File: src/rtl/aps_ram.sv
module aps_ram #(
  parameter int WIDTH = 8,
  parameter int DEPTH = 64,
  parameter int AW    = 6
) (
  input  logic             clk,
  input  logic             wr_en,
  input  logic [AW-1:0]    wr_addr,
  input  logic [WIDTH-1:0] wr_data,
  input  logic             rd_en,
  input  logic [AW-1:0]    rd_addr,
  output logic [WIDTH-1:0] rd_data
);

  logic [WIDTH-1:0] mem [DEPTH];

  always_ff @(posedge clk) begin
    if (wr_en) begin
      mem[wr_addr] <= wr_data;
    end
  end

  always_ff @(posedge clk) begin
    if (rd_en) begin
      rd_data <= mem[rd_addr];
    end
  end

endmodule

File: config.mk
export PLATFORM = sky130hd
export DESIGN_NAME = aps_ram
export DESIGN_NICKNAME = d
export VERILOG_FILES = /design/src/rtl/aps_ram.sv
export SDC_FILE = /design/constraint.sdc
export NUM_CORES = 1
export LEC_CHECK = 0
export BUFFER_PORTS_ARGS = -buffer_cell sky130_fd_sc_hd__buf_2
export CORE_MARGIN = 8
export CORE_UTILIZATION = 45
export DETAILED_ROUTE_END_ITERATION = 10
export PLACE_DENSITY = 0.57
export SLEW_MARGIN = 20
export SYNTH_ARGS = -nofsm -noshare
export SYNTH_HDL_FRONTEND = slang
export SYNTH_SLANG_ARGS = --single-unit
export TNS_END_PERCENT = 100
File: constraint.sdc
create_clock -name clk -period 6.45 [get_ports clk]
set_input_delay 0.9675 -clock clk [delete_from_list [all_inputs] [get_ports clk]]
set_output_delay 0.9675 -clock clk [all_outputs]
set_load 0.1 [all_outputs]
=== Word-level counts from Yosys, hierarchy flattened ===
Memory sizes are Yosys's and may differ from the RTL's. A register that Yosys moved wholly into a read port is not among the register bits.
Cells that the tools add are included.

* Bits in registers: 0
* Input port bits: 23
* Logic and storage cells: 3
* Output and inout bits: 8
* Memory bits (writable): 512
* Memories kept: 1

{| class="wikitable"
|+ Memories
! name !! words !! width !! rd ports !! clocked after Yosys merged registers in !! wr ports !! line !! source
|-
| mem || 64 || 8 || 1 || 1 || 1 || 15 || <nowiki>logic [WIDTH-1:0] mem [DEPTH];</nowiki>
|}

* Mux-type cells: 2

{| class="wikitable"
|+ Operator list
! kind !! number
|-
| 1-bit 2-to-1 mux || 2
|}

=== Logic depth before layout (Yosys ltp) ===
Gate-level depths: netlist of the first run.

* Word-level depth: 2
* Gate-level depth with buffers: 9
* Mapped depth without buffers: 5

=== Worst setup path before layout of the first run ===
OpenSTA, ideal clock, no wires.

* Kind: input -> register
* From: in rd_addr[1]
* To: reg rd_data[3], read port of mem, data pin
* Path buffers: 3
* Data arrival time: 2.507 ns
* Stages: 7
* Path slack: 3.676 ns
* Cell sequence: buf_4 -> buf_2 -> buf_2 -> mux4_2 -> mux4_2 -> o21ai_1 -> o41ai_1

{| class="wikitable"
|+ RTL lines
! element !! line !! source
|-
| start: declaration || 11 || <nowiki>input logic [AW-1:0] rd_addr,</nowiki>
|-
| end: declaration || 12 || <nowiki>output logic [WIDTH-1:0] rd_data</nowiki>
|}

==> results.txt, run 1 <==
GRT Overall Usage = 17.3%
Vias in the first global route = 9605
WP depth = 7
Maximum VDD drop = 0.000187 V
# clock sinks = 520
Status = finished clean
Worst skew pair latency = 0.59 ns
Detail Placement HPWL = 26.9 mm
Slowest cell on crit path = clkbuf_8
Synthesis-to-layout area growth = 11.8%
Most frequent CP cell = nor2_1
RR Endpoint = rd_data[2]$_DFFE_PP_
Arr. time, crit path = 3.49 ns
Core Region = 0.0443 sq mm
Unrepaired setup endpoints after global routing = false
Std cell rows = 77
Sequential element share of the synthesized area = 77.1%
Yosys warns = 0
Die W = 228 um
WL/cell = 27.8 um
Setup_tns = 0 ns
Synthesized area per cell = 21.5 sq um
Root Buffer = clkbuf_16
Largest net degree at the start of global routing = 65
Final Hold Viols = 0
Max cap viols = 0
Post-CTS setup buffers = 0
Number of synthesized register bits = 520
Critical Path Sink = rd_data[4]$_DFFE_PP_
Setup crit start kind = primary input
Die height = 228 um
CP delay by family, top = buffers and inverters
Net Sw Frac = 21.0%
Worst Setup End Kind = register
Final Cycle Share = 49.3%
Fin nets = 1012
Placed cell count = 1526
Internal reg-to-reg setup slack = 3.99 ns
Clock Skew = 0.0139 ns
Worst setup startpoint = rd_addr[0]
Power share of the clock group = 41.7%
Vias = 9398
Most frequent cell after synthesis = edfxtp_1
Post-cts resize count = 0
Post-route ant nets = 0
Synth top cells by count = 520 x edfxtp_1, 126 x mux4_2, 83 x nor2_1
Post-CTS Hold Buffers = 0
EDFF count, synth = 520
WL final = 45.3 mm
# DRC = 0
Clock buffer depth = 3
Routed vias/inst = 5.78
Top-Level Pins = 31
DRT iter0 DRCs = 990
Overflow after GRT = 0
Req. time, crit path = 6.76 ns
Leading area contributor after synthesis = edfxtp_1
Pint = 5590 uW
Cells along the critical path = clkbuf_8 -> buf_4 -> mux4_2 -> nor2_1 -> nor2_1 -> nor3_1 -> o32ai_1
Most common flop cell mapped by yosys = edfxtp_1
Worst R2R Path Depth = 4
WP buf/inv = 2
Die Area = 0.0520 sq mm
Synth area leaders = edfxtp_1 77%, mux4_2 14%, nor2_1 1.5%
Final worst-path setup slack = 3.27 ns
Leakage power total = 0.00698 uW
Synth Cell Area = 0.0202 sq mm
Power per cell area = 313 mW/mm^2
Placement Setup Slack = 2.58 ns
Gate power share = 5.2%
DRT Pass-1 Iters = 5
Placer congestion estimate = 0.792
Hold Crit Class = primary input to register
Core Util, Final = 51.1%
Fmax = 314 MHz
Critical path class = primary input to register
Layout cell share with drive strength beyond 1 = 24.9%
Fin cells = 1626
Worst-margin pin slew = 1.13 ns
Final Max Slew Viols = 0
Relative slew slack = 22.7%
CP max stage delay = 0.57 ns
Critical hold path startpoint = rd_en
Net Switching = 1490 uW
Final setup vio count = 0
Fin crit period = 3.18 ns
R2R Path Start = mem[45][2]$_DFFE_PP_
CTS H-tree lvls = 2
Cell variety after synth = 39
Peak fanout along the critical path = 58
PortBufs = 30
TritonCTS Buffers = 53
First-pass GRT wire length = 66.6 mm
Seq pwr share = 53.1%
Syn Inst Count = 940
Clock-pin slew on the worst setup and hold paths = 0.06 ns
Starting Density = 45.7%
Antenna violations before repair = 4
Asr flop ratio synth = 0%
Syn_nets = 963
TritonCTS clock tree = built
Top cell type's share of synthesized area = 77.1%
[power groups by stage]
stage                     Sequential, uW  Combinational [uW]  Clock, uW
after floorplan                     3860                 199          0
after global placement              3830                 368          0
after detailed placement            3830                 373          0
after CTS                           3760                 373       3010
after global routing                3760                 390       3130
final                               3760                 365       2960
[cells in the final DEF (no fill, tap or decap), types with 6 or more instances in the layout]
| cell | netlist | final |
|---|---|---|
| o22ai_1 | 8 | 8 |
| nand2b_1 | 7 | 7 |
| mux4_2 | 126 | 126 |
| clkbuf_1 | 17 | 17 |
| nor3_1 | 7 | 6 |
| clkinv_1 | 0 | 12 |
| buf_4 | 13 | 18 |
| o221ai_1 | 8 | 8 |
| edfxtp_1 | 520 | 520 |
| mux2i_1 | 23 | 23 |
| nor2_1 | 83 | 83 |
| nand2_1 | 19 | 19 |
| nor2b_1 | 14 | 14 |
| clkbuf_16 | 0 | 55 |
| clkinv_2 | 0 | 9 |
| nand3_1 | 13 | 13 |
| mux2_2 | 13 | 13 |
| buf_2 | 11 | 25 |
| a221oi_1 | 6 | 6 |
[how the worst min path moves through the flow]
stage,to,slack [ns],cells after the start
floorplan,rd_data[0]$_DFFE_PP_,0.80,4
global placement,rd_data[6]$_DFFE_PP_,0.88,3
detailed placement,rd_data[6]$_DFFE_PP_,0.89,3
CTS,rd_data[2]$_DFFE_PP_,0.76,1
global route,rd_data[2]$_DFFE_PP_,0.77,1
finish,rd_data[2]$_DFFE_PP_,0.81,1
[metrics by stage]
step | area, sq um | hold WS, ns | power, uW
after detailed placement | 21000 | 0.888 | 4200
after global placement | 21000 | 0.881 | 4200
after floorplan | 20200 | 0.797 | 4060
final | 22600 | 0.807 | 7080
after CTS | 22600 | 0.762 | 7140
after global routing | 22600 | 0.769 | 7280
[routing by layer]
metal / vias up / part of all wire (%) / global-route usage (%)
met3: 84 / 6.4 / 3.70
met5: - / 0.051 / 0
met4: 4 / 2.7 / 5.31
li1: 4042 / - / -
met2: 295 / 47 / 26.7
met1: 4973 / 44 / 24.7
[state kept, by name, summed over array words and instances (netlist names)]
register / count
rd_data: 8
mem: 512
[logic make-up (layout without fill, tap and decap cells)]
logic type,count (synthesis),count (layout),share of synthesized area [%]
muxes,162,162,15.9
AOI/OAI and AO/OA,54,54,2.06
buffers and inverters,51,144,1.56
and+or+nand+nor,153,153,3.37
DFF,520,520,77.1
other,0,1,0
[area by class of cell]
| cell class | count | area [sq um] |
|---|---|---|
| Tap cell | 592 | 741 |
| Antenna cell | 1 | 2.50 |
| Fill cell | 3507 | 21700 |
| Timing Repair Buffer | 45 | 294 |
| Sequential cell | 520 | 15600 |
| Clock buffer | 72 | 1440 |
| Multi-Input combinational cell | 369 | 4320 |
| Clock inverter | 27 | 228 |
Note: power is estimated with default switching activity, not from simulation.
==> run 2: changes to the inputs <==
--- a/config.mk
+++ b/config.mk
@@ -5,11 +5,12 @@
 export SDC_FILE = /design/constraint.sdc
 export NUM_CORES = 1
 export LEC_CHECK = 0
+export ABC_AREA = 1
 export BUFFER_PORTS_ARGS = -buffer_cell sky130_fd_sc_hd__buf_2
 export CORE_MARGIN = 8
 export CORE_UTILIZATION = 45
 export DETAILED_ROUTE_END_ITERATION = 10
-export PLACE_DENSITY = 0.57
+export PLACE_DENSITY = 0.59
 export SLEW_MARGIN = 20
 export SYNTH_ARGS = -nofsm -noshare
 export SYNTH_HDL_FRONTEND = slang
==> constraint.sdc (replaced) <==
create_clock -name clk -period 2.5 [get_ports clk]
set_input_delay 0.375 -clock clk [delete_from_list [all_inputs] [get_ports clk]]
set_output_delay 0.375 -clock clk [all_outputs]
set_load 0.1 [all_outputs]
==> run 2 against run 1 <==
Via count rose by 49%. Cell count rose by 56%. Clock power rose to 2.5 times the previous value. Largest cell class unchanged. Largest power group unchanged.
==> results.txt, run 2 <==
Final Max Slew Viols = 0 (unchanged)
Clock buffer depth = 3 (unchanged)
Total Power = 18500 uW (+160%)
Die W = 234 um (+2.7%)
Critical path class = register to output pin
CP delay by family, top = buffers and inverters
PortBufs = 30 (unchanged)
Post-CTS Hold Buffers = 0 (unchanged)
Die Area = 0.0548 sq mm (+5.4%)
Placer congestion estimate = 0.807 (+1.9%)
Asr flop ratio synth = 0% (unchanged)
WP buf/inv = 1 (-1)
# DRC = 0 (unchanged)
Internal reg-to-reg setup slack = 1.00 ns (-2.99 ns)
CP max stage delay = 0.46 ns (-0.11 ns)
Core Util, Final = 51.2% (+0.089 points)
Std cell rows = 80 (+3.9%)
Slowest cell on crit path = buf_2
GRT busiest layer = met2
Clock Skew = 0.0141 ns (+0.000230 ns)
Core Region = 0.0473 sq mm (+6.8%)
Synth Cell Area = 0.0214 sq mm (+5.8%)
Hold Crit Class = primary input to register
Number of flip-flops in the largest register = 512 (unchanged)
Most frequent cell after synthesis = nand2_1
Layout cell share with drive strength beyond 1 = 10.7% (-14 points)
Met1 track demand over resource = 27.7% (+3.0 points)
Fin crit period = 1.85 ns
Leading area contributor after synthesis = edfxtp_1
Largest register by flop count = mem
Largest registers = mem: 512 flops, rd_data: 8 flops
Die height = 234 um (+2.7%)
Design area = 0.0242 sq mm (+7.0%)
Vias in the first global route = 13514 (+41%)
CTS H-tree lvls = 2 (unchanged)
Detail Placement HPWL = 32.0 mm (+19%)
Leakage power total = 0.00882 uW (+26%)
Sequential element share of the synthesized area = 72.9% (-4.2 points)
Fillers = 4096 (+17%)
Clock-pin slew on the worst setup and hold paths = 0.06 ns (about the same)
Vias = 14042 (+49%)
Final Cycle Share = 74.1%
Final setup vio count = 0 (unchanged)
Setup_tns = 0 ns (unchanged)
Unrepaired setup endpoints after global routing = false
Placement Setup Slack = 0.377 ns (-2.20 ns)
First-pass GRT wire length = 82.7 mm (+24%)
Cells along the critical path = buf_2
Most common library cell in the layout ignoring fill and taps = nand2_1
Antenna violations before repair = 2 (-2)
Syn_nets = 1828 (+90%)
Most frequent cells in the layout = 648 x nand2_1, 520 x edfxtp_1, 439 x nand3_1
Power per cell area = 763 mW/mm^2 (+140%)
Synth area leaders = edfxtp_1 73%, nand2_1 11%, nand3_1 10%
Starting Density = 45.2% (-0.45 points)
Overflow after GRT = 0 (unchanged)
Post-cts resize count = 0 (unchanged)
Routed vias/inst = 5.53 (-4.4%)
DRT Pass-1 Iters = 5 (unchanged)
Status = finished clean
Root Buffer = clkbuf_16
WL final = 54.6 mm (+21%)
Max cap viols = 0 (unchanged)
Post-CTS setup buffers = 0 (unchanged)
Worst Setup End Kind = output pin
Cell variety after synth = 15 (-62%)
Yosys warns = 0 (unchanged)
WL/cell = 21.5 um (-23%)
TritonCTS Buffers = 53 (unchanged)
Setup crit start kind = register
EDFF count, synth = 520 (unchanged)
Post-DP Area = 0.0226 sq mm (+7.8%)
Top-Level Pins = 31 (unchanged)
Peak fanout along the critical path = 1 (-98%)
Synthesis-to-layout area growth = 13.1%
DRT iter0 DRCs = 1364 (+38%)
Req. time, crit path = 2.12 ns (-4.64 ns)
Synthesized area per cell = 11.9 sq um (-45%)
Arr. time, crit path = 1.48 ns (-2.01 ns)
Met2 global-route usage = 32.7% (+6.0 points)
Maximum VDD drop = 0.000567 V (+200%)
GRT Overall Usage = 20.0% (+2.7 points)
Relative slew slack = 57.4% (+35 points)
# clock sinks = 520 (unchanged)
Worst-margin pin slew = 0.640 ns (-0.491 ns)
Global routing usage on met3 = 2.73% (-0.96 points)
Number of synthesized register bits = 520 (unchanged)
Final Hold Viols = 0 (unchanged)
Syn Inst Count = 1805 (+92%)
Fmax = 540 MHz
Synth top cells by count = 648 x nand2_1, 520 x edfxtp_1, 439 x nand3_1
Most common flop cell mapped by yosys = edfxtp_1
TritonCTS clock tree = built
Final worst-path setup slack = 0.647 ns (-2.62 ns)
Largest net degree at the start of global routing = 92 (+42%)
Top cell type's share of synthesized area = 72.9% (-4.2 points)
Worst skew pair latency = 0.59 ns (about the same)
Post-route ant nets = 0 (unchanged)
Fin nets = 1904 (+88%)
[run 2: worst reg2reg max path, delay by kind of cell (launching register included)]
| family | cells | cell delay (ns) |
|---|---|---|
| simple gates | 8 | 0.91 |
| flops | 1 | 0.35 |
[run 2: cells by family after synthesis]
kind of cell | Yosys count | synth area share, %
buf+inv | 125 | 4.01
flops | 520 | 72.9
simple gates | 1160 | 23.1
[run 2: per-layer routing]
| metal | wire length [um] | part of all wire, % | vias to the layer above |
|---|---|---|---|
| li1 | - | - | 6511 |
| met1 | 23300 | 43 | 6921 |
| met2 | 26500 | 49 | 524 |
| met3 | 3520 | 6.4 | 86 |
| met4 | 1220 | 2.2 | 0 |
| met5 | 0 | 0 | - |
[run 2: power by group]
group / switching, uW / total, uW / internal [uW]
Combinational: 944 / 1260 / 319
Sequential: 25.3 / 9690 / 9670
Clock: 3210 / 7520 / 4310
Total: 4180 / 18500 / 14300
[run 2: cell type report]
class                   count  area [sq um]  share of cell area (%)
flip-flops and latches    520         15600                    64.4
multi-input cells        1160          4950                    20.4
clock inverters            26           193                   0.795
inverters                  12          52.6                   0.217
diodes                      3          7.51                  0.0310
well taps                 615           769                    3.18
repair buffers            134          1210                    5.01
clock buffers              70          1430                    5.91
[run 2: path summary, 6_finish.rpt]
path / startpoint / endpoint / cells past startpoint
min: wr_data[3] / mem[17][3]$_DFFE_PP_ / 1
min reg2reg: mem[36][5]$_DFFE_PP_ / rd_data[5]$_DFFE_PP_ / 8
max: rd_data[0]$_DFFE_PP_ / rd_data[0] / 1
max reg2reg: mem[27][7]$_DFFE_PP_ / rd_data[7]$_DFFE_PP_ / 8
[run 2: metrics by stage]
step	hold WS [ns]	instances
after global routing	0.143	2537
after detailed placement	0.756	2441
final	0.163	2540
after global placement	0.754	2441
after CTS	0.128	2537
after floorplan	0.474	1805
