File: src/rtl/aps_pkg.sv
package aps_pkg;

  localparam int CMD_W      = 3;
  localparam int ARITY_W    = 3;
  localparam int OBJ_W      = 4;
  localparam int POS_W      = 2;
  localparam int CODE_W     = 5;
  localparam int OFS_W      = 7;
  localparam int SLOT_W     = 8;   // offset + code
  localparam int RANK_W     = 15;  // slot * N + slot
  localparam int OUT_RANK_W = 13;
  localparam int ARG_FIELDS = 4;
  localparam int NUM_POS    = 4;
  localparam int CFG_IDX_W  = 3;
  localparam int CFG_DATA_W = 7;
  localparam int ROW_BITS   = 64;  // bitmap row width
  localparam int ROW_SEL_W  = 6;

  localparam logic [CMD_W-1:0] CMD_LOAD    = 3'd0;
  localparam logic [CMD_W-1:0] CMD_INSERT  = 3'd1;
  localparam logic [CMD_W-1:0] CMD_QVERTEX = 3'd2;
  localparam logic [CMD_W-1:0] CMD_QEDGE   = 3'd3;
  localparam logic [CMD_W-1:0] CMD_CLEAR   = 3'd4;

  localparam logic [CFG_IDX_W-1:0] REG_OFFSET0    = 3'd0;
  localparam logic [CFG_IDX_W-1:0] REG_OFFSET1    = 3'd1;
  localparam logic [CFG_IDX_W-1:0] REG_OFFSET2    = 3'd2;
  localparam logic [CFG_IDX_W-1:0] REG_OFFSET3    = 3'd3;
  localparam logic [CFG_IDX_W-1:0] REG_SLOT_COUNT = 3'd4;

  typedef struct packed {
    logic [CMD_W-1:0]   cmd;
    logic [ARITY_W-1:0] arity;
    logic [OBJ_W-1:0]   arg_obj0;
    logic [OBJ_W-1:0]   arg_obj1;
    logic [OBJ_W-1:0]   arg_obj2;
    logic [OBJ_W-1:0]   arg_obj3;
    logic [POS_W-1:0]   first_pos;
    logic [OBJ_W-1:0]   first_obj;
    logic [POS_W-1:0]   second_pos;
    logic [OBJ_W-1:0]   second_obj;
    logic [CODE_W-1:0]  domain_code;
  } req_t;

  typedef struct packed {
    logic                  hit;
    logic [OUT_RANK_W-1:0] slot_rank;
  } rsp_t;

endpackage

File: src/rtl/aps_rank_unit.sv
module aps_rank_unit #(
  parameter int SET_BITS = 8192
) (
  input  logic [aps_pkg::SLOT_W-1:0] slot_a,
  input  logic [aps_pkg::SLOT_W-1:0] slot_b,
  input  logic                       is_edge,
  input  logic [aps_pkg::OFS_W-1:0]  slot_count,
  output logic [aps_pkg::RANK_W-1:0] rank,
  output logic                       in_range
);
  import aps_pkg::*;

  logic [SLOT_W+OFS_W-1:0] prod;

  // vertex: rank = slot_b (slot_a == slot_b); edge: slot_a * N + slot_b
  always_comb begin
    prod     = slot_a * slot_count;
    rank     = (is_edge ? RANK_W'(prod) : '0) + RANK_W'(slot_b);
    in_range = (32'(rank) < 32'(SET_BITS));
  end

endmodule

File: config.mk
export PLATFORM = sky130hd
export DESIGN_NAME = aps_rank_unit
export DESIGN_NICKNAME = d
export VERILOG_FILES = /design/src/rtl/aps_pkg.sv /design/src/rtl/aps_rank_unit.sv
export SDC_FILE = /design/constraint.sdc
export NUM_CORES = 1
export LEC_CHECK = 0
export ABC_AREA = 0
export BUFFER_PORTS_ARGS = -buffer_cell sky130_fd_sc_hd__buf_4
export CORE_UTILIZATION = 50
export DETAILED_ROUTE_END_ITERATION = 8
export GPL_ROUTABILITY_DRIVEN = 0
export PLACE_DENSITY = 0.72
export REMOVE_ABC_BUFFERS = 1
export SLEW_MARGIN = 10
export SYNTH_ARGS = -nofsm -noshare
export SYNTH_HDL_FRONTEND = slang
export SYNTH_SLANG_ARGS = --single-unit
export TNS_END_PERCENT = 1
File: constraint.sdc
create_clock -name vclk -period 17.65
set_input_delay 4.4125 -clock vclk [all_inputs]
set_output_delay 4.4125 -clock vclk [all_outputs]
set_load 0.02 [all_outputs]
; ---- Word-level counts from Yosys, hierarchy flattened
; Cells that the tools add are included.
[word_totals]
input_bits = 24
romBits = 0
ramBits = 0
out_inout_bits = 16
latchBits = 0
ff_bits = 0
n_memories = 0
wordCells = 4
[op_classes]
bitwise = 0
n_mul = 1
n_eq_ne = 0
addsub = 1
n_div = 0
shifts = 0
reduce_logical = 0
mux = 1
n_lt_le_gt_ge = 1
[ops]
columns = operator, count
row1 = 15-bit by 8-bit adder with 15-bit output, 1
row2 = 15-bit by 14-bit < comparator with 1-bit output (second input constant), 1
row3 = 8-bit by 7-bit multiplier with 15-bit output, 1
row4 = 15-bit two-way mux, 1

; ---- Longest topological paths before layout
; Gate-level depths: netlist (run 1).
[logic_depth]
depth_word = 4
depth_mapped = 21
depth_no_buf = 21

; ---- Worst setup path before layout (run 1)
; OpenSTA, ideal clock, no wires.
[synth_timing]
path_type = in2out
from = input port slot_a[3] (netlist bit)
to = output port in_range
cell_stages = 21
n_path_buf = 0
required_ns = 13.237
t_arrival_ns = 8.930
setup_slack_ns = 4.307
path_cell_list = and2_1 fa_1 inv_1 fa_1 inv_1 fa_1 inv_1 fa_1 inv_1 ha_1 o21a_1 o31ai_2 nand2_1 a21oi_1 ha_1 o21a_1 nor2_1 a21o_1 nor4_4 a21o_1 a31oi_1
[synth_via]
elab_chain_len = 4
[synth_rtl]
columns = item, line
row1 = "start, declared", aps_rank_unit.sv:4  ; input logic [aps_pkg::SLOT_W-1:0] slot_a,
row2 = 8-bit by 7-bit multiplier with 15-bit output, aps_rank_unit.sv:17  ; prod = slot_a * slot_count;
row3 = 15-bit two-way mux, aps_rank_unit.sv:18  ; rank = (is_edge ? RANK_W'(prod) : '0) + RANK_W'(slot_b);
row4 = 15-bit by 8-bit adder with 15-bit output, aps_rank_unit.sv:18
row5 = 15-bit by 14-bit < comparator with 1-bit output, aps_rank_unit.sv:19  ; in_range = (32'(rank) < 32'(SET_BITS));
row6 = "end, declared", aps_rank_unit.sv:9  ; output logic in_range
; No other way between the ends.

; ---- Worst setup path in the final report (run 1)
; Ends and elaborated chain as after synthesis.

==> results of run 1 <==
## area by class of cell
cell class,count,area (um^2)
multi-input cells,261,2342
fillers,459,1893
repair buffers,40,300.3
inverters,36,135.1
well taps,67,83.83
## power by group through the flow
stage               Clock [mW]  Sequential [mW]  Combinational [mW]
floorplan                    0                0               0.239
global route                 0                0               0.352
detailed placement           0                0               0.318
CTS                          0                0               0.320
finish                       0                0               0.317
global placement             0                0               0.313
## cells by family after synthesis
| kind of cell | Yosys count |
|---|---|
| XOR/XNOR | 12 |
| adder cells (fa/ha/maj) | 71 |
| buffers and inverters | 37 |
| AO/OA/AOI/OAI | 60 |
| multiplexers | 2 |
| AND/OR/NAND/NOR | 116 |
## Yosys cell counts, types with 2 or more instances
cell type and count:
o21ai_0 11, inv_1 36, o21bai_1 2, a31oi_1 2, or2_1 2, o31ai_1 2
o21a_1 3, a21oi_1 13, nor4_4 2, nand4_1 2, nor3_1 6, a21o_1 4
nor2b_1 2, a211oi_1 5, fa_1 30, xor2_1 4, o21ai_1 3, or3_1 4
ha_1 41, xnor2_1 8, a211oi_2 2, nand2_1 26, nand3_1 2, a21boi_0 3
and2_1 44, nor2_1 16
## tightest hold or removal path: cells and delay by family
family | cells | cell delay [ns]
buf+inv | 2 | 0.21
fa+ha+maj | 1 | 0.12
## routing by layer
| metal | track usage | share of wire |
|---|---|---|
| met5 | 0 | 0 |
| met4 | 0.002179 | 0 |
| met3 | 0.002778 | 0.020 |
| met2 | 0.3531 | 0.50 |
| met1 | 0.3009 | 0.48 |
## worst max path at each step
stage | slack (ns) | from | cells past startpoint | end
after global placement | 4.13 | slot_a[3] | 23 | in_range
after global routing | 3.80 | slot_a[3] | 23 | in_range
after floorplan | 4.31 | slot_a[3] | 21 | in_range
final | 4.08 | slot_a[3] | 23 | in_range
after detailed placement | 4.07 | slot_a[3] | 23 | in_range
after CTS | 4.07 | slot_a[3] | 23 | in_range
## metrics by stage
step | setup slack (ns) | hold slack [ns]
6_report | 4.080 | 9.161
5_1_grt | 3.799 | 9.170
4_1_cts | 4.067 | 9.168
3_5_place_dp | 4.067 | 9.162
3_3_place_gp | 4.133 | 9.145
2_1_floorplan | 4.307 | 9.022
==> impl_metrics.yaml, run 1 <==
outcome:
  outcome: "finished clean"
critical_path:
  start_kind: "input port"
  cp_top_family: "adder cells"
  crit_fanout: 7
  worstPathRequired_ns: 13.24
  critPathBufInv: 6
  end_kind: "output port"
  critPathKind: "input port to output port"
  cpMaxStageDelayCell: "fa_1"
  slowest_delay_ns: 0.53
  path_cells: "buf_4 -> and2_1 -> fa_1 -> inv_1 -> fa_1 -> inv_1 -> fa_1 -> inv_1 -> fa_1 -> inv_1 -> ha_1 -> o21a_1 -> o31ai_2 -> nand2_1 -> a21oi_1 -> ha_1 -> o21a_1 -> nor2_1 -> a21o_1 -> nor4_4 -> a21o_1 -> a31oi_1 -> buf_4"
  crit_arrival_ns: 9.16
cells_and_area:
  seq_area_um2: 0
  final_cells: 404
  nNetsFinal: 434
  seq_cells: 0
  final_common_cell: "and2_1"
  final_cell_mix: "44 x and2_1, 41 x ha_1, 40 x buf_4"
  n_antenna_cell: 0
  final_area_um2: 2861
  fin_util: 0.6018
  drive_gt1_frac: 0.1691
  area_growth_pct: 14.98
  nClkBuffers: 0
flow_run:
  drv_cap: 0
power_and_ir_drop:
  power_mw: 0.3166
  p_comb_frac: 1.000
  p_clk_frac: 0
  power.density_nw_per_um2: 110.6
  p_leak_nw: 1.413
  internal_power_mw: 0.1364
  power.share.sequential: 0
  p_sw_mw: 0.1802
  vdd_drop_max_mv: 0.09626
  sw_frac_of_total: 0.5692
detailed_routing:
  vias: 2137
  drt_iter0_markers: 40
  viasPerCell: 5.290
  ant_nets: 0
  drc_errors: 0
  wl_um: 5106
  drt_pass1_iterations: 4
  wl_per_cell_um: 12.64
die:
  initial_core_util: 0.5234
  die_w_um: 72.55
  die_area_um2: 5264
  coreArea_um2: 4755
  io_pins: 40
  die_h_um: 72.55
  rows: 25
min_path:
  hold_class: "input port to output port"
  min_from: "slot_b[0]"
  whs_path_depth: 3
  worstHoldEndpoint: "rank[0]"
logic_synthesis:
  avgSynthCellArea_um2: 8.351
  synth_top_cell_by_area: "fa_1"
  synth_adder_area_share: 0.4475
  synth_xor_area_frac: 0.04223
  synthTopCellsByArea: "fa_1 24%, ha_1 21%, and2_1 11%, inv_1 5.4%, nand2_1 3.9%"
  synth_compound_area_frac: 0.1755
  ys_warn_count: 0
  synth_top_area_share: 0.2413
  synth_top_family_by_area: "adder cells"
  synth_area_um2: 2489
  yosysSeqAreaShare: 0
  synth.area.mux_share: 0.01006
  netlist-cell-type-count: 49
  synth_cells: 298
  synth-simple-area-share: 0.2660
global_route:
  antenna_found_initial: 0
  grt_max_degree: 14
  grt_pass1_vias: 1968
  track_usage: 0.2032
  grt_pass1_wl_um: 8749
  overflow: 0
placed_design:
  place_area_um2: 2861
  dp_cells: 404
  numPortBuffers: 40
  dp_hpwl_um: 4484
timing:
  relSlewSlack: 0.6579
  setup_tns_ns: 0
  finalSetupViolCount: 0
  final.period_utilization: 0.7688
  tightest_slew_ns: 0.5078
  rsz0062_at_grt: "no"
  maxSlewViolCount: 0
  min_period_ns: 13.57
  fmax_mhz: 73.69
  hold_viol: 0
clock_tree:
  cts_setup_buffers: 0
  cts_resized: 0
  postCtsHoldBufs: 0
Power figures use the tool's default switching activity.
==> inputs of run 2 (changes only) <==
PLACE_DENSITY = 0.75   (was 0.72)
clock period = 11.22 ns   (was 17.65 ns; I/O delays follow)
==> run 2 against run 1 <==
Against the previous run:
- largest power group unchanged
- non-clock buffer count stayed put
- cell area stayed put
- cell count unchanged
- setup slack worse by 3.2 ns
- worst hold slack lost 3.2 ns
- via count up 3.0%
- combinational power up 58%
- critical endpoint unchanged
- sequential cell count is the same
- power rose by 58%
==> impl_metrics.yaml, run 2 (same netlist as run 1, synthesis figures left out) <==
outcome:
  outcome: "finished clean"
critical_path:
  worstPathRequired_ns: 8.42
  critPathKind: "input port to output port"
  end_kind: "output port"
  start_kind: "input port"
  crit_fanout: 7
  crit_arrival_ns: 7.56
global_route:
  overflow: 0
  track_usage: 0.2127
  grt_max_degree: 14
  antenna_found_initial: 0
  grt_pass1_wl_um: 9156
  grt_pass1_vias: 2145
power_and_ir_drop:
  p_leak_nw: 1.413
  power.density_nw_per_um2: 174.9
  power_mw: 0.5006
  vdd_drop_max_mv: 0.1119
cells_and_area:
  final_area_um2: 2861
  final_cell_mix: "44 x and2_1, 41 x ha_1, 40 x buf_4"
  fillers: 443
  nClkBuffers: 0
  final_common_cell: "and2_1"
  nNetsFinal: 434
  seq_area_um2: 0
  fin_util: 0.6018
  area_growth_pct: 14.98
  drive_gt1_frac: 0.1691
  seq_cells: 0
  final_cells: 404
  n_antenna_cell: 0
min_path:
  worstHoldEndpoint: "rank[0]"
  whs_path_depth: 3
  hold_class: "input port to output port"
  min_from: "slot_b[0]"
detailed_routing:
  wl_um: 5329
  ant_nets: 0
  vias: 2201
  wl_per_cell_um: 13.19
  drt_pass1_iterations: 4
  drt_iter0_markers: 69
  drc_errors: 0
  viasPerCell: 5.448
timing:
  fmax_mhz: 96.45
  relSlewSlack: 0.6439
  tightest_slew_ns: 0.5286
  rsz0062_at_grt: "no"
  finalSetupViolCount: 0
  final.period_utilization: 0.9240
  maxSlewViolCount: 0
  setup_tns_ns: 0
  min_period_ns: 10.37
  hold_viol: 0
flow_run:
  drv_cap: 0
die:
  rows: 25
  initial_core_util: 0.5234
  io_pins: 40
  coreArea_um2: 4755
  die_h_um: 72.55
  die_w_um: 72.55
  die_area_um2: 5264
clock_tree:
  cts_resized: 0
  cts_setup_buffers: 0
  postCtsHoldBufs: 0
placed_design:
  dp_hpwl_um: 4598
  place_area_um2: 2861
  numPortBuffers: 40
  dp_cells: 404
==> run 2: cell counts in the layout (fill, tap and decap cells not counted) <==
No cell type changed its count.
==> run 2: routing by layer <==
metal  vias to the layer above  global-route usage  wire length [um]
met5                         -                   0                 0
li1                       1093                   -                 -
met3                         2            0.006944               135
met1                      1068              0.2863              2360
met4                         0             0.01961                14
met2                        38              0.3925              2818
==> run 2: final cells by class <==
class	count	area, um^2	area share
multi-input combinational	261	2342	0.8185
tap	67	83.83	0.02930
inverter	36	135.1	0.04722
timing repair buffer	40	300.3	0.1049
==> run 2: how the worst max path moves through the flow <==
stage              start  endpoint  slack (ns)  cells after the start
2_1_floorplan  slot_a[3]  in_range        1.09                     21
3_3_place_gp   slot_a[3]  in_range        0.92                     23
3_5_place_dp   slot_a[3]  in_range        0.86                     23
4_1_cts        slot_a[3]  in_range        0.85                     23
5_1_grt        slot_a[3]  in_range        0.54                     23
6_report       slot_a[3]  in_range        0.85                     23
==> run 2: power breakdown <==
part,leakage (nW),internal (mW),switching (mW)
combinational,1.41,0.214,0.286
sequential,0,0,0
clock,0,0,0
==> run 2: worst max-delay path: stages <==
cell,delay (ns)
buf_4,0.14
and2_1,0.17
fa_1,0.53
inv_1,0.05
fa_1,0.47
inv_1,0.06
fa_1,0.53
inv_1,0.05
fa_1,0.52
inv_1,0.04
ha_1,0.35
o21a_1,0.14
o31ai_2,0.08
nand2_1,0.09
a21oi_1,0.14
ha_1,0.28
o21a_1,0.19
nor2_1,0.15
a21o_1,0.20
nor4_4,0.06
a21o_1,0.19
a31oi_1,0.16
buf_4,0.16
==> run 2: per-stage QoR <==
| step | worst slack, ns | hold WS, ns |
|---|---|---|
| 3_5_place_dp | 0.8587 | 5.937 |
| 4_1_cts | 0.8489 | 5.937 |
| 5_1_grt | 0.5379 | 5.952 |
| 3_3_place_gp | 0.9177 | 5.932 |
| 2_1_floorplan | 1.092 | 5.807 |
| 6_report | 0.8522 | 5.933 |
==> inputs of run 3 (changes only) <==
==> constraint.sdc (replaced) <==
create_clock -name vclk -period 11.22
set_input_delay 1.683 -clock vclk [all_inputs]
set_output_delay 1.683 -clock vclk [all_outputs]
set_load 0.02 [all_outputs]
==> run 3 against run 2 <==
Against the previous run:
- die area stayed put
- wire length is 1.2% lower
- clock-buffer cell count unchanged
- critical path depth stayed put
- via count increased by 0.86%
- maximum frequency grew 27%
- combinational power is essentially flat
- sequential share of layout area unchanged
==> impl_metrics.yaml, run 3 (same netlist as run 1, synthesis figures left out) <==
critical_path:
  cpMaxStageDelayCell: "fa_1"
  crit_fanout: 7
  critPathKind: "input port to output port"
  worstPathRequired_ns: 9.54
  crit_arrival_ns: 6.46
  path_cells: "buf_4 -> and2_1 -> fa_1 -> inv_1 -> fa_1 -> inv_1 -> fa_1 -> inv_1 -> fa_1 -> inv_1 -> ha_1 -> o21a_1 -> o31ai_2 -> nand2_1 -> a21oi_1 -> ha_1 -> o21a_1 -> nor2_1 -> a21o_1 -> nor4_4 -> a21o_1 -> a31oi_1 -> buf_4"
  end_kind: "output port"
  start_kind: "input port"
  slowest_delay_ns: 0.53
clock_tree:
  postCtsHoldBufs: 0
  cts_setup_buffers: 0
  cts_resized: 0
timing:
  finalSetupViolCount: 0
  maxSlewViolCount: 0
  setup_tns_ns: 0
  min_period_ns: 8.140
  hold_slack_ns: 3.692
  final.period_utilization: 0.7255
  rsz0062_at_grt: "no"
  tightest_slew_ns: 0.5250
  hold_viol: 0
  fmax_mhz: 122.9
  relSlewSlack: 0.6463
flow_run:
  drv_cap: 0
min_path:
  whs_path_depth: 3
  min_from: "slot_b[0]"
  worstHoldEndpoint: "rank[0]"
  hold_class: "input port to output port"
die:
  die_w_um: 72.55
  die_h_um: 72.55
  die_area_um2: 5264
  io_pins: 40
  initial_core_util: 0.5234
  rows: 25
  coreArea_um2: 4755
cells_and_area:
  n_antenna_cell: 0
  fin_util: 0.6018
  nClkBuffers: 0
  final_cell_mix: "44 x and2_1, 41 x ha_1, 40 x buf_4"
  area_growth_pct: 14.98
  nNetsFinal: 434
  final_common_cell: "and2_1"
  drive_gt1_frac: 0.1691
  seq_area_um2: 0
  seq_cells: 0
placed_design:
  dp_hpwl_um: 4583
  numPortBuffers: 40
power_and_ir_drop:
  p_leak_nw: 1.413
  power.density_nw_per_um2: 175.7
  power_mw: 0.5026
  vdd_drop_max_mv: 0.1120
detailed_routing:
  viasPerCell: 5.495
  wl_per_cell_um: 13.03
  drc_errors: 0
  drt_iter0_markers: 97
  drt_pass1_iterations: 4
  ant_nets: 0
  wl_um: 5263
  vias: 2220
global_route:
  track_usage: 0.2167
  grt_max_degree: 14
  overflow: 0
  grt_pass1_vias: 2150
  antenna_found_initial: 0
  grt_pass1_wl_um: 9342
outcome:
  outcome: "finished clean"
-- run 3: final cells by class --
type | count | area (um^2)
Multi-Input combinational cell | 261 | 2342
Fill cell | 457 | 1893
Timing Repair Buffer | 40 | 300.3
Inverter | 36 | 135.1
Tap cell | 67 | 83.83
-- run 3: worst max-delay path by stage --
| stage | start | end | slack (ns) | cells past startpoint |
|---|---|---|---|---|
| 6_report | slot_a[3] | in_range | 3.08 | 23 |
| 5_1_grt | slot_a[3] | in_range | 2.79 | 23 |
| 4_1_cts | slot_a[3] | in_range | 3.08 | 23 |
| 3_5_place_dp | slot_a[3] | in_range | 3.10 | 23 |
| 3_3_place_gp | slot_a[3] | in_range | 3.16 | 23 |
| 2_1_floorplan | slot_a[3] | in_range | 3.34 | 21 |
-- run 3: power by group --
part	internal, mW	switching (mW)	total [mW]
registers	0	0	0
logic	0.215	0.288	0.503
clock network	0	0	0
-- run 3: worst max-delay path, delay by kind of cell --
kind	cells	cell delay [ns]
fa+ha+maj	6	2.70
compound gates	7	1.11
buf+inv	6	0.49
simple gates	4	0.48
-- run 3: stage by stage --
stage                     setup slack, ns  std cells  instance area (um^2)
after floorplan                     3.336        297                  2477
after global placement              3.163        404                  2861
after detailed placement            3.099        404                  2861
after CTS                           3.080        404                  2861
after global routing                2.792        404                  2861
final                               3.080        404                  2861
-- run 3: metal layers --
| layer | vias to the layer above | GRT usage | share of wire |
|---|---|---|---|
| met4 | 0 | 0.01743 | 0.0027 |
| li1 | 1096 | - | - |
| met3 | 2 | 0.004167 | 0.023 |
| met2 | 30 | 0.3967 | 0.53 |
| met5 | - | 0 | 0 |
| met1 | 1092 | 0.2976 | 0.44 |
